[src/rtl/core/pdj_pkg.sv]
// ----------------------------------------------------------------------------
// pdj_pkg
// Widths, codes and the key decoder of the joint PD torque block.
// ----------------------------------------------------------------------------
package pdj_pkg;

  localparam int JOINTS = 7;
  localparam int JIDX_W = (JOINTS > 1) ? $clog2(JOINTS) : 1;

  localparam int KIND_W     = 2;
  localparam int KEY_W      = 8;
  localparam int JOINT_W    = 3;
  localparam int Q_W        = 20;  // Q4.16 angles, rates, torques
  localparam int GAIN_W     = 16;  // Q4.12 gains
  localparam int ALPHA_W    = 17;  // Q1.16 weight, used up to 1.0
  localparam int STEP_W     = 16;
  localparam int LIM_W      = 19;
  localparam int CFG_IDX_W  = 3;
  localparam int CFG_DATA_W = 19;

  localparam logic [ALPHA_W-1:0] ONE_Q16 = 17'h10000;

  typedef enum logic [KIND_W-1:0] {
    KIND_KEY    = 2'd0,
    KIND_TICK   = 2'd1,
    KIND_PRESET = 2'd2,
    KIND_RSVD   = 2'd3
  } kind_t;

  localparam logic [CFG_IDX_W-1:0] REG_PROP_GAIN  = 3'd0;
  localparam logic [CFG_IDX_W-1:0] REG_DERIV_GAIN = 3'd1;
  localparam logic [CFG_IDX_W-1:0] REG_ALPHA      = 3'd2;
  localparam logic [CFG_IDX_W-1:0] REG_SLEW_STEP  = 3'd3;
  localparam logic [CFG_IDX_W-1:0] REG_JOG_STEP   = 3'd4;
  localparam logic [CFG_IDX_W-1:0] REG_TORQUE_LIM = 3'd5;
  localparam logic [CFG_IDX_W-1:0] REG_GOAL_LIM   = 3'd6;

  localparam logic [KEY_W-1:0] KEY_STOP_LO = 8'h78;  // 'x'
  localparam logic [KEY_W-1:0] KEY_STOP_UP = 8'h58;  // 'X'
  localparam logic [KEY_W-1:0] CASE_OFFSET = 8'h20;
  localparam int               JOG_KEYS_N  = 7;

  // q w e r t y u -> joints 0..6
  localparam logic [KEY_W-1:0] JOG_KEYS [JOG_KEYS_N] =
    '{8'h71, 8'h77, 8'h65, 8'h72, 8'h74, 8'h79, 8'h75};

  typedef struct packed {
    logic               hit;
    logic               up;
    logic [JOINT_W-1:0] idx;
  } key_dec_t;

  function automatic key_dec_t key_decode(input logic [KEY_W-1:0] k);
    key_dec_t d;
    d = '0;
    for (int i = 0; i < JOG_KEYS_N; i++) begin
      if (k == JOG_KEYS[i]) begin
        d.hit = 1'b1;
        d.up  = 1'b0;
        d.idx = JOINT_W'(i);
      end
      if (k == (JOG_KEYS[i] - CASE_OFFSET)) begin
        d.hit = 1'b1;
        d.up  = 1'b1;
        d.idx = JOINT_W'(i);
      end
    end
    return d;
  endfunction

endpackage

[src/rtl/core/pdj_item_if.sv]
// ----------------------------------------------------------------------------
// pdj_item_if
// Input channel: key, tick and goal preset transactions.
// ----------------------------------------------------------------------------
interface pdj_item_if;
  logic                              valid;
  logic                              ready;
  logic [pdj_pkg::KIND_W-1:0]        kind;
  logic [pdj_pkg::KEY_W-1:0]         key_code;
  logic [pdj_pkg::JOINT_W-1:0]       joint;
  logic signed [pdj_pkg::Q_W-1:0]    position;
  logic signed [pdj_pkg::Q_W-1:0]    velocity;

  modport source (output valid, kind, key_code, joint, position, velocity, input ready);
  modport sink   (input valid, kind, key_code, joint, position, velocity, output ready);
endinterface

[src/rtl/core/pdj_result_if.sv]
// ----------------------------------------------------------------------------
// pdj_result_if
// Output channel: one torque command per tick transaction on a valid joint.
// ----------------------------------------------------------------------------
interface pdj_result_if;
  logic                              valid;
  logic                              ready;
  logic [pdj_pkg::JOINT_W-1:0]       joint_out;
  logic signed [pdj_pkg::Q_W-1:0]    torque;
  logic                              stopped;

  modport source (output valid, joint_out, torque, stopped, input ready);
  modport sink   (input valid, joint_out, torque, stopped, output ready);
endinterface

[src/rtl/core/joint_pd_torque_with_jog_goals.sv]
// ----------------------------------------------------------------------------
// joint_pd_torque_with_jog_goals
// Per-joint PD position controller with jog goals, slew limit and IIR output.
// ----------------------------------------------------------------------------
// Usage:
//   cmd  carries one transaction per item: a key event, a control tick or a
//        goal preset. cmd.ready is high only while the sequencer is idle.
//   rsp  carries one torque command for each tick on a valid joint.
//   cfg  plain write port (cfg_we, cfg_index, cfg_data); write only while idle.
// Steps per item:
//   tick:           result valid at the end; one 18x28 multiplier
//                   is reused for P, D and both filter terms, then an add
//                   and a saturate step.
//   key event:      goals are jogged and clamped one joint per cycle through
//                   a single adder/compare.
//   preset, stop key, halted tick, ignored items: straight to the hand-off step.
// Reset: registers take their defaults, goals, smoothed goals and filter
//   state clear to zero, halt clears.
// Stall: the result sits in an output register; the block takes the next
//   item meanwhile, and only a second tick waits in its last step until the
//   register is free.
// ----------------------------------------------------------------------------
module joint_pd_torque_with_jog_goals (
  input  logic                            clk,
  input  logic                            rst,
  input  logic                            cfg_we,
  input  logic [pdj_pkg::CFG_IDX_W-1:0]   cfg_index,
  input  logic [pdj_pkg::CFG_DATA_W-1:0]  cfg_data,
  pdj_item_if.sink                        cmd,
  pdj_result_if.source                    rsp
);
  import pdj_pkg::*;

  // sequencer, one-hot
  typedef enum logic [9:0] {
    S_IDLE = 10'b00_0000_0001,
    S_KEY  = 10'b00_0000_0010,  // jog + clamp sweep over joints
    S_SLEW = 10'b00_0000_0100,  // slew-limited smoothed goal update
    S_MP   = 10'b00_0000_1000,  // kp * (sg - pos)
    S_MD   = 10'b00_0001_0000,  // kd * (-vel)
    S_ML   = 10'b00_0010_0000,  // (1 - alpha) * last_torque
    S_MW   = 10'b00_0100_0000,  // alpha * want
    S_ACC  = 10'b00_1000_0000,  // sum filter terms
    S_SAT  = 10'b01_0000_0000,  // shift, saturate, store
    S_EMIT = 10'b10_0000_0000   // hand off to output register
  } state_t;

  localparam int ERR_W  = Q_W + 1;          // difference of two Q4.16 values
  localparam int MB_W   = 28;               // multiplier signed operand
  localparam int PROD_W = ALPHA_W + 1 + MB_W;
  localparam int PD_W   = ERR_W + GAIN_W - 12;  // one PD term after >>12
  localparam int WANT_W = PD_W + 1;
  localparam int F_W    = PROD_W - 16;

  state_t state;

  // configuration
  logic [GAIN_W-1:0]  prop_gain;
  logic [GAIN_W-1:0]  deriv_gain;
  logic [ALPHA_W-1:0] smooth_alpha;
  logic [STEP_W-1:0]  goal_slew_step;
  logic [STEP_W-1:0]  jog_step;
  logic [LIM_W-1:0]   torque_limit;
  logic [LIM_W-1:0]   goal_limit;

  // per-joint state
  logic signed [Q_W-1:0] goal          [JOINTS];
  logic signed [Q_W-1:0] smoothed_goal [JOINTS];
  logic signed [Q_W-1:0] last_torque   [JOINTS];
  logic                  halted;

  // item and work registers
  logic [JIDX_W-1:0]       j_r;
  logic signed [Q_W-1:0]   pos_r;
  logic signed [Q_W-1:0]   vel_r;
  logic                    jog_hit;
  logic                    jog_up;
  logic [JIDX_W-1:0]       jog_idx;
  logic [JIDX_W-1:0]       idx;
  logic signed [Q_W-1:0]   sg_r;
  logic signed [PROD_W-1:0] prod_r;
  logic signed [WANT_W-1:0] want_r;
  logic signed [PROD_W-1:0] acc_r;
  logic                    res_pend;
  logic signed [Q_W-1:0]   res_torque;
  logic                    res_stopped;

  // output register
  logic                    out_valid;
  logic [JOINT_W-1:0]      out_joint;
  logic signed [Q_W-1:0]   out_torque;
  logic                    out_stopped;

  logic accept;
  logic out_free;
  logic j_ok;
  key_dec_t kd;

  assign cmd.ready     = (state == S_IDLE);
  assign accept        = cmd.valid && cmd.ready;
  assign out_free      = !out_valid || rsp.ready;
  assign j_ok          = 32'(cmd.joint) < JOINTS;
  assign kd            = key_decode(cmd.key_code);
  assign rsp.valid     = out_valid;
  assign rsp.joint_out = out_joint;
  assign rsp.torque    = out_torque;
  assign rsp.stopped   = out_stopped;

  // single read port per store
  logic [JIDX_W-1:0]     rd_idx;
  logic signed [Q_W-1:0] goal_rd;
  logic signed [Q_W-1:0] sm_rd;
  logic signed [Q_W-1:0] lt_rd;

  assign rd_idx  = (state == S_KEY) ? idx : j_r;
  assign goal_rd = goal[rd_idx];
  assign sm_rd   = smoothed_goal[j_r];
  assign lt_rd   = last_torque[j_r];

  // jog and clamp of one goal
  logic signed [ERR_W-1:0] jog_ext;
  logic signed [ERR_W-1:0] jog_term;
  logic signed [ERR_W-1:0] goal_sum;
  logic signed [ERR_W-1:0] glim;
  logic signed [Q_W-1:0]   goal_clamped;

  assign jog_ext  = $signed({{(ERR_W-STEP_W){1'b0}}, jog_step});
  assign jog_term = (jog_hit && idx == jog_idx) ? (jog_up ? jog_ext : -jog_ext)
                                                : '0;
  assign goal_sum = ERR_W'(goal_rd) + jog_term;
  assign glim     = $signed({{(ERR_W-LIM_W){1'b0}}, goal_limit});

  always_comb begin
    priority if (goal_sum > glim) begin
      goal_clamped = glim[Q_W-1:0];
    end else if (goal_sum < -glim) begin
      goal_clamped = Q_W'(-glim);
    end else begin
      goal_clamped = goal_sum[Q_W-1:0];
    end
  end

  // slew limit
  logic signed [ERR_W-1:0] diff;
  logic signed [ERR_W-1:0] slew;
  logic signed [ERR_W-1:0] diff_c;
  logic signed [ERR_W-1:0] sg_sum;

  assign diff   = ERR_W'(goal_rd) - ERR_W'(sm_rd);
  assign slew   = $signed({{(ERR_W-STEP_W){1'b0}}, goal_slew_step});
  assign sg_sum = ERR_W'(sm_rd) + diff_c;  // lies between sm and goal

  always_comb begin
    priority if (diff > slew) begin
      diff_c = slew;
    end else if (diff < -slew) begin
      diff_c = -slew;
    end else begin
      diff_c = diff;
    end
  end

  // filter weights; alpha above one acts as one
  logic [ALPHA_W-1:0] alpha_eff;
  logic [ALPHA_W-1:0] beta;

  assign alpha_eff = (smooth_alpha > ONE_Q16) ? ONE_Q16 : smooth_alpha;
  assign beta      = ONE_Q16 - alpha_eff;

  // shared multiplier: unsigned 17b times signed 28b
  logic [ALPHA_W-1:0]       mul_a;
  logic signed [MB_W-1:0]   mul_b;
  logic signed [PROD_W-1:0] mul_p;
  logic signed [ERR_W-1:0]  err;
  logic signed [ERR_W-1:0]  nvel;

  assign err   = ERR_W'(sg_r) - ERR_W'(pos_r);
  assign nvel  = -ERR_W'(vel_r);
  assign mul_p = $signed({1'b0, mul_a}) * mul_b;

  always_comb begin
    unique case (state)
      S_MP: begin
        mul_a = ALPHA_W'(prop_gain);
        mul_b = MB_W'(err);
      end
      S_MD: begin
        mul_a = ALPHA_W'(deriv_gain);
        mul_b = MB_W'(nvel);
      end
      S_ML: begin
        mul_a = beta;
        mul_b = MB_W'(lt_rd);
      end
      S_MW: begin
        mul_a = alpha_eff;
        mul_b = MB_W'(want_r);
      end
      default: begin
        mul_a = '0;
        mul_b = '0;
      end
    endcase
  end

  // PD term of the last product (floor shift by 12)
  logic signed [WANT_W-1:0] pd_term;
  assign pd_term = WANT_W'($signed(prod_r[PD_W+11:12]));

  // filter output, saturated
  logic signed [F_W-1:0] f_raw;
  logic signed [F_W-1:0] tlim;
  logic signed [Q_W-1:0] f_sat;

  assign f_raw = acc_r[PROD_W-1:16];
  assign tlim  = $signed({{(F_W-LIM_W){1'b0}}, torque_limit});

  always_comb begin
    priority if (f_raw > tlim) begin
      f_sat = tlim[Q_W-1:0];
    end else if (f_raw < -tlim) begin
      f_sat = Q_W'(-tlim);
    end else begin
      f_sat = f_raw[Q_W-1:0];
    end
  end

  // control, configuration and joint state
  always_ff @(posedge clk) begin
    if (rst) begin
      state          <= S_IDLE;
      halted         <= 1'b0;
      res_pend       <= 1'b0;
      out_valid      <= 1'b0;
      prop_gain      <= 16'd8192;
      deriv_gain     <= 16'd2048;
      smooth_alpha   <= 17'd6554;
      goal_slew_step <= 16'd655;
      jog_step       <= 16'd1966;
      torque_limit   <= 19'd327680;
      goal_limit     <= 19'd205887;
      for (int i = 0; i < JOINTS; i++) begin
        goal[i]          <= '0;
        smoothed_goal[i] <= '0;
        last_torque[i]   <= '0;
      end
    end else begin
      if (cfg_we) begin
        unique case (cfg_index)
          REG_PROP_GAIN:  prop_gain      <= cfg_data[GAIN_W-1:0];
          REG_DERIV_GAIN: deriv_gain     <= cfg_data[GAIN_W-1:0];
          REG_ALPHA:      smooth_alpha   <= cfg_data[ALPHA_W-1:0];
          REG_SLEW_STEP:  goal_slew_step <= cfg_data[STEP_W-1:0];
          REG_JOG_STEP:   jog_step       <= cfg_data[STEP_W-1:0];
          REG_TORQUE_LIM: torque_limit   <= cfg_data[LIM_W-1:0];
          REG_GOAL_LIM:   goal_limit     <= cfg_data[LIM_W-1:0];
          default: ;
        endcase
      end

      // output register: load from EMIT, else clear once taken
      if (state == S_EMIT && res_pend && out_free) begin
        out_valid <= 1'b1;
      end else if (out_valid && rsp.ready) begin
        out_valid <= 1'b0;
      end

      // res_pend is already clear whenever the sequencer is idle
      unique case (state)
        S_IDLE: begin
          if (accept) begin
            unique case (kind_t'(cmd.kind))
              KIND_KEY: begin
                if (halted) begin
                  state <= S_EMIT;
                end else if (cmd.key_code == KEY_STOP_LO || cmd.key_code == KEY_STOP_UP) begin
                  halted <= 1'b1;
                  state  <= S_EMIT;
                end else begin
                  state <= S_KEY;
                end
              end
              KIND_PRESET: begin
                state <= S_EMIT;
                if (!halted && j_ok) begin
                  goal[JIDX_W'(cmd.joint)] <= cmd.position;
                end
              end
              KIND_TICK: begin
                res_pend <= j_ok && halted;
                if (j_ok && !halted) begin
                  state <= S_SLEW;
                end else begin
                  state <= S_EMIT;
                end
              end
              default: state <= S_EMIT;
            endcase
          end
        end
        S_KEY: begin
          goal[idx] <= goal_clamped;
          if (idx == JIDX_W'(JOINTS - 1)) begin
            state <= S_EMIT;
          end
        end
        S_SLEW: begin
          smoothed_goal[j_r] <= sg_sum[Q_W-1:0];
          state              <= S_MP;
        end
        S_MP:  state <= S_MD;
        S_MD:  state <= S_ML;
        S_ML:  state <= S_MW;
        S_MW:  state <= S_ACC;
        S_ACC: state <= S_SAT;
        S_SAT: begin
          last_torque[j_r] <= f_sat;
          res_pend         <= 1'b1;
          state            <= S_EMIT;
        end
        S_EMIT: begin
          if (!res_pend) begin
            state <= S_IDLE;
          end else if (out_free) begin
            res_pend  <= 1'b0;
            state     <= S_IDLE;
          end
        end
        default: state <= S_IDLE;
      endcase
    end
  end

  // datapath registers, no reset needed
  always_ff @(posedge clk) begin
    prod_r <= mul_p;
    if (accept) begin
      j_r         <= JIDX_W'(cmd.joint);
      pos_r       <= cmd.position;
      vel_r       <= cmd.velocity;
      jog_hit     <= kd.hit && (32'(kd.idx) < JOINTS);
      jog_up      <= kd.up;
      jog_idx     <= JIDX_W'(kd.idx);
      idx         <= '0;
      res_torque  <= '0;   // halted tick result
      res_stopped <= 1'b1;
    end
    if (state == S_KEY) begin
      idx <= idx + 1'b1;
    end
    if (state == S_SLEW) begin
      sg_r <= sg_sum[Q_W-1:0];
    end
    if (state == S_MD) begin
      want_r <= pd_term;
    end
    if (state == S_ML) begin
      want_r <= want_r + pd_term;
    end
    if (state == S_MW) begin
      acc_r <= prod_r;
    end
    if (state == S_ACC) begin
      acc_r <= acc_r + prod_r;
    end
    if (state == S_SAT) begin
      res_torque  <= f_sat;
      res_stopped <= 1'b0;
    end
    if (state == S_EMIT && res_pend && out_free) begin
      out_joint   <= JOINT_W'(j_r);
      out_torque  <= res_torque;
      out_stopped <= res_stopped;
    end
  end

endmodule

[src/flat_wrapper.sv]
// flat-port wrapper written by rule: the top's interface ports become plain ports
module joint_pd_torque_with_jog_goals_flat import pdj_pkg::*;
  (clk, rst, cfg_we, cfg_index, cfg_data, cmd_valid, cmd_kind, cmd_key_code, cmd_joint, cmd_position, cmd_velocity, cmd_ready, rsp_valid, rsp_joint_out, rsp_torque, rsp_stopped, rsp_ready);
  pdj_item_if cmd_i ();
  pdj_result_if rsp_i ();
  input  logic clk;
  input  logic rst;
  input  logic cfg_we;
  input  logic [pdj_pkg::CFG_IDX_W-1:0] cfg_index;
  input  logic [pdj_pkg::CFG_DATA_W-1:0] cfg_data;
  input wire logic [$bits(cmd_i.valid)-1:0] cmd_valid;
  input wire logic [$bits(cmd_i.kind)-1:0] cmd_kind;
  input wire logic [$bits(cmd_i.key_code)-1:0] cmd_key_code;
  input wire logic [$bits(cmd_i.joint)-1:0] cmd_joint;
  input wire logic [$bits(cmd_i.position)-1:0] cmd_position;
  input wire logic [$bits(cmd_i.velocity)-1:0] cmd_velocity;
  output wire logic [$bits(cmd_i.ready)-1:0] cmd_ready;
  output wire logic [$bits(rsp_i.valid)-1:0] rsp_valid;
  output wire logic [$bits(rsp_i.joint_out)-1:0] rsp_joint_out;
  output wire logic [$bits(rsp_i.torque)-1:0] rsp_torque;
  output wire logic [$bits(rsp_i.stopped)-1:0] rsp_stopped;
  input wire logic [$bits(rsp_i.ready)-1:0] rsp_ready;
  assign cmd_i.valid = cmd_valid;
  assign cmd_i.kind = cmd_kind;
  assign cmd_i.key_code = cmd_key_code;
  assign cmd_i.joint = cmd_joint;
  assign cmd_i.position = cmd_position;
  assign cmd_i.velocity = cmd_velocity;
  assign cmd_ready = cmd_i.ready;
  assign rsp_valid = rsp_i.valid;
  assign rsp_joint_out = rsp_i.joint_out;
  assign rsp_torque = rsp_i.torque;
  assign rsp_stopped = rsp_i.stopped;
  assign rsp_i.ready = rsp_ready;
  joint_pd_torque_with_jog_goals u_core (.clk(clk), .rst(rst), .cfg_we(cfg_we), .cfg_index(cfg_index), .cfg_data(cfg_data), .cmd(cmd_i), .rsp(rsp_i));
endmodule
[config.mk]
export PLATFORM = sky130hd
export DESIGN_NAME = joint_pd_torque_with_jog_goals_flat
export DESIGN_NICKNAME = d
export VERILOG_FILES = /design/src/rtl/core/pdj_pkg.sv /design/src/rtl/core/pdj_item_if.sv /design/src/rtl/core/pdj_result_if.sv /design/src/rtl/core/joint_pd_torque_with_jog_goals.sv /design/src/flat_wrapper.sv
export SDC_FILE = /design/constraint.sdc
export NUM_CORES = 2
export LEC_CHECK = 0
export BUFFER_PORTS_ARGS = -buffer_cell sky130_fd_sc_hd__buf_2
export CORE_MARGIN = 3
export CORE_UTILIZATION = 65
export DETAILED_ROUTE_END_ITERATION = 16
export PLACE_DENSITY = 0.81
export SLEW_MARGIN = 10
export SYNTH_ARGS = -nofsm -noshare
export SYNTH_HDL_FRONTEND = slang
export SYNTH_SLANG_ARGS = --single-unit
[constraint.sdc]
create_clock -name clk -period 11.6 [get_ports clk]
set_input_delay 0.58 -clock clk [delete_from_list [all_inputs] [get_ports clk]]
set_output_delay 0.58 -clock clk [all_outputs]
set_load 0.05 [all_outputs]
==> metrics.txt <==
H-tree Lvls 3; cts repair resizes 0; sequential fraction of the synthesis area 0.3676; fillcell total 6927; Slew Viols, Final 0; Synth async-reset ratio 0; total negative slack 0 ns; largest net degree at the start of global routing 87; drt first pass iters 9; RSZ-0062 raised after global routing false; critical path's most frequent cell o21ai_0; CTS tree yes; final setup fails 0; Peak VDD IR ~0.18 mV; area leader, netlist edfxtp_1; Synthesized Nets just over 7000; Seq pwr share 0.393; std cell rows 113; total power between 8000 and 9000 uW; Multi-input gate area approximately 36000 sq um; period utilisation layout 0.9032; drt total wl 189.0 mm; HPWL Detailed between 100 and 150 mm; Hold Path Class input pin to flip-flop; CP Data Required Time roughly 12 ns; switching power between 2000 and 3000 uW; outcome complete, no violations; Internal between 5000 and 6000 uW; DRT iter0 DRCs between 6000 and 7000; maximum single-stage delay on the critical path 0.61 ns; CTS buffer count 88; Vias/cell roughly 6.5; GP Congestion between 1 and 1.5; Die W 316.7 um; Post-synth EDFFs ~610; final antenna-violating net count 0; Fmax approximately 0.095 GHz; clk slew on worst S/H paths approximately 0.08 ns; total gr overflow 0; Leakage Power 0.02885 uW; post-synthesis instance total about 6300; flops & latches, synth 849; count of cell types in the netlist slightly below 90; clock period minus final worst setup slack approximately 10 ns; WS Path Type flip-flop to flip-flop; clock sink count 849; Die Y 316.7 um; Main synth FF type edfxtp_1; worst slew pin tran 1.322 ns; Die ar. about 100000 sq um; Root Buffer clkbuf_16; Relative slew margins 0.1168; GRT Resource Usage Total 0.3799; Initial Utilization 0.6576; global-route wire length before repair 288.0 mm; port buffer count about 110; core area 95440 sq um; sw frac 0.3296; vias in the first global route about 49000; storage element area 23080 sq um; CTS max path bufs 3; clk_lat worst skew 0.70 ns; synthesis warning total 0; power per cell area 130.3 nW/um^2; endpoints failing hold 0; P&R area growth vs syn 7.936%; total number of vias ~50000; combinational fraction of design power 0.274; Layout Nets between 7000 and 8000; worst-path fanout max 33; Crit-path slowest cell xnor2_1; startpoint types flip-flop; Synth Cell Area 62760 sq um; io pins ~110; Clock Power Share 0.333; initial antenna violation count 14; WP data arrival roughly 11 ns; Worst setup EP type flip-flop; setup repair bufs after CTS 0; Syn Area/Cell a little under 10 sq um; Worst Skew ~0.042 ns; top cell type's share of synthesized area 0.2904; # hold bufs at CTS 0; Max-Cap Viols 0; Residual DRC 0; DR WL/cell 24.57 um; Synth area leaders edfxtp_1 29%, fa_1 14%, ha_1 7.7%, dfxtp_1 7.7%, nor2_1 4.7%; share of cells above drive strength 1 0.09027
## per-stage QoR
step / area [sq um] / setup slack [ns] / hold WS [ns] / instances / util
2_1_floorplan: 62760 / 1.819 / 0.4003 / 6327 / -
3_3_place_gp: 64740 / 1.604 / 0.4030 / 7518 / 0.6784
3_5_place_dp: 64740 / 1.321 / 0.4054 / 7518 / 0.6784
4_1_cts: 67700 / 1.292 / 0.03962 / 7678 / 0.7093
5_1_grt: 67720 / 0.2754 / 0.04237 / 7681 / 0.7096
6_report: 67740 / 1.122 / 0.06571 / 7691 / 0.7098
## state kept, by name (all words and copies together), names as in the netlist, 20 cells and up, named ones only
name	count
u_core.acc_r	46
u_core.goal	160
u_core.last_torque	160
u_core.pos_r	20
u_core.prod_r	46
u_core.res_torque	20
u_core.rsp.torque	20
u_core.sg_r	20
u_core.smoothed_goal	160
u_core.vel_r	20
u_core.want_r	26
## per-layer routing
| metal | track usage | up-vias | share of wire |
|---|---|---|---|
| met1 | 0.4934 | 24230 | 0.36 |
| met2 | 0.6032 | 3205 | 0.46 |
| met5 | 0 | - | 0.00014 |
| met3 | 0.07631 | 693 | 0.11 |
| li1 | - | 21880 | - |
| met4 | 0.2106 | 4 | 0.065 |
## cell families after synthesis
kind of cell               after synthesis  synth area share
and+or+nand+nor                       2081            0.1443
AOI/OAI and AO/OA                     1133            0.1175
buffers and inverters                  981           0.05879
DFF                                    849            0.3676
adders and majority gates              832            0.2190
xor gates and xnor gates               227           0.03212
muxes                                  224           0.06062
## power groups by stage
stage / combinational, uW / sequential, uW / clock (uW)
finish: 2420 / 3470 / 2940
global route: 2580 / 3480 / 3060
CTS: 2350 / 3470 / 2950
detailed placement: 2330 / 3530 / 0
global placement: 2290 / 3520 / 0
floorplan: 1640 / 3470 / 0
## final cells by class
cell class | instances | area share
Multi-Input combinational cell | 4497 | 0.5337
Tap cell | 1265 | 0.02336
Antenna cell | 12 | 0.0004433
Inverter | 696 | 0.03858
Clock buffer | 108 | 0.03421
Timing Repair Buffer | 212 | 0.01965
Clock inverter | 52 | 0.009364
Sequential cell | 849 | 0.3407
## cells in the mapped netlist, types with 47 or more instances
master	instances
mux2i_1	64
nand2_1	733
xnor2_1	167
dfxtp_1	242
a211oi_1	58
mux4_2	120
o21ai_0	243
fa_1	444
o21a_1	55
a21o_1	125
edfxtp_1	607
a21oi_1	324
xor2_1	58
nand3_1	106
inv_1	695
nand2b_1	47
ha_1	388
nor2b_1	53
clkbuf_1	248
nor2_1	789
nor3_1	112
## worst max-delay path: cells and delay by family (launching register included)
kind            cells  cell delay (ns)
xor+xnor            2             0.91
mux                 3             1.47
buf+inv             3             1.05
fa+ha+maj           3             0.95
compound gates     21             3.41
simple gates        8             2.14
flops               1             0.38
## final timing paths
| kind | depth (start not counted) | slack, ns | from | endpoint |
|---|---|---|---|---|
| max reg2reg | 40 | 1.12 | u_core.state[4]$_SDFFE_PP0P_ | u_core.smoothed_goal[1][14]$_SDFFCE_PN0P_ |
| max | 40 | 1.12 | u_core.state[4]$_SDFFE_PP0P_ | u_core.smoothed_goal[1][14]$_SDFFCE_PN0P_ |
| min reg2reg | 0 | 0.42 | u_core.res_torque[17]$_SDFFCE_PN0P_ | u_core.rsp.torque[17]$_DFFE_PP_ |
| min | 1 | 0.07 | cmd_velocity[16] | u_core.vel_r[16]$_DFFE_PP_ |
## cells in the final DEF (no fill, tap or decap), drive strengths merged, types with 23 or more instances in the layout
cell    synthesis  layout
a211oi         58      58
a21o          125     125
a21oi         325     325
a221oi         23      23
a31oi          26      26
and2           42      42
and3           35      35
buf            37     211
clkbuf        248     109
clkinv          1      36
dfxtp         242     242
edfxtp        607     607
fa            444     444
ha            388     388
inv           695     698
mux2           39      39
mux2i          65      65
mux4          120     120
nand2         733     733
nand2b         47      47
nand3         106     106
nand4          39      39
nor2          789     789
nor2b          53      53
nor3          112     112
nor4           44      44
o211ai         39      39
o21a           55      55
o21ai         248     248
o21bai         28      28
or3            26      26
xnor2         167     167
xor2           58      58
(Power assumes the default switching activity.)
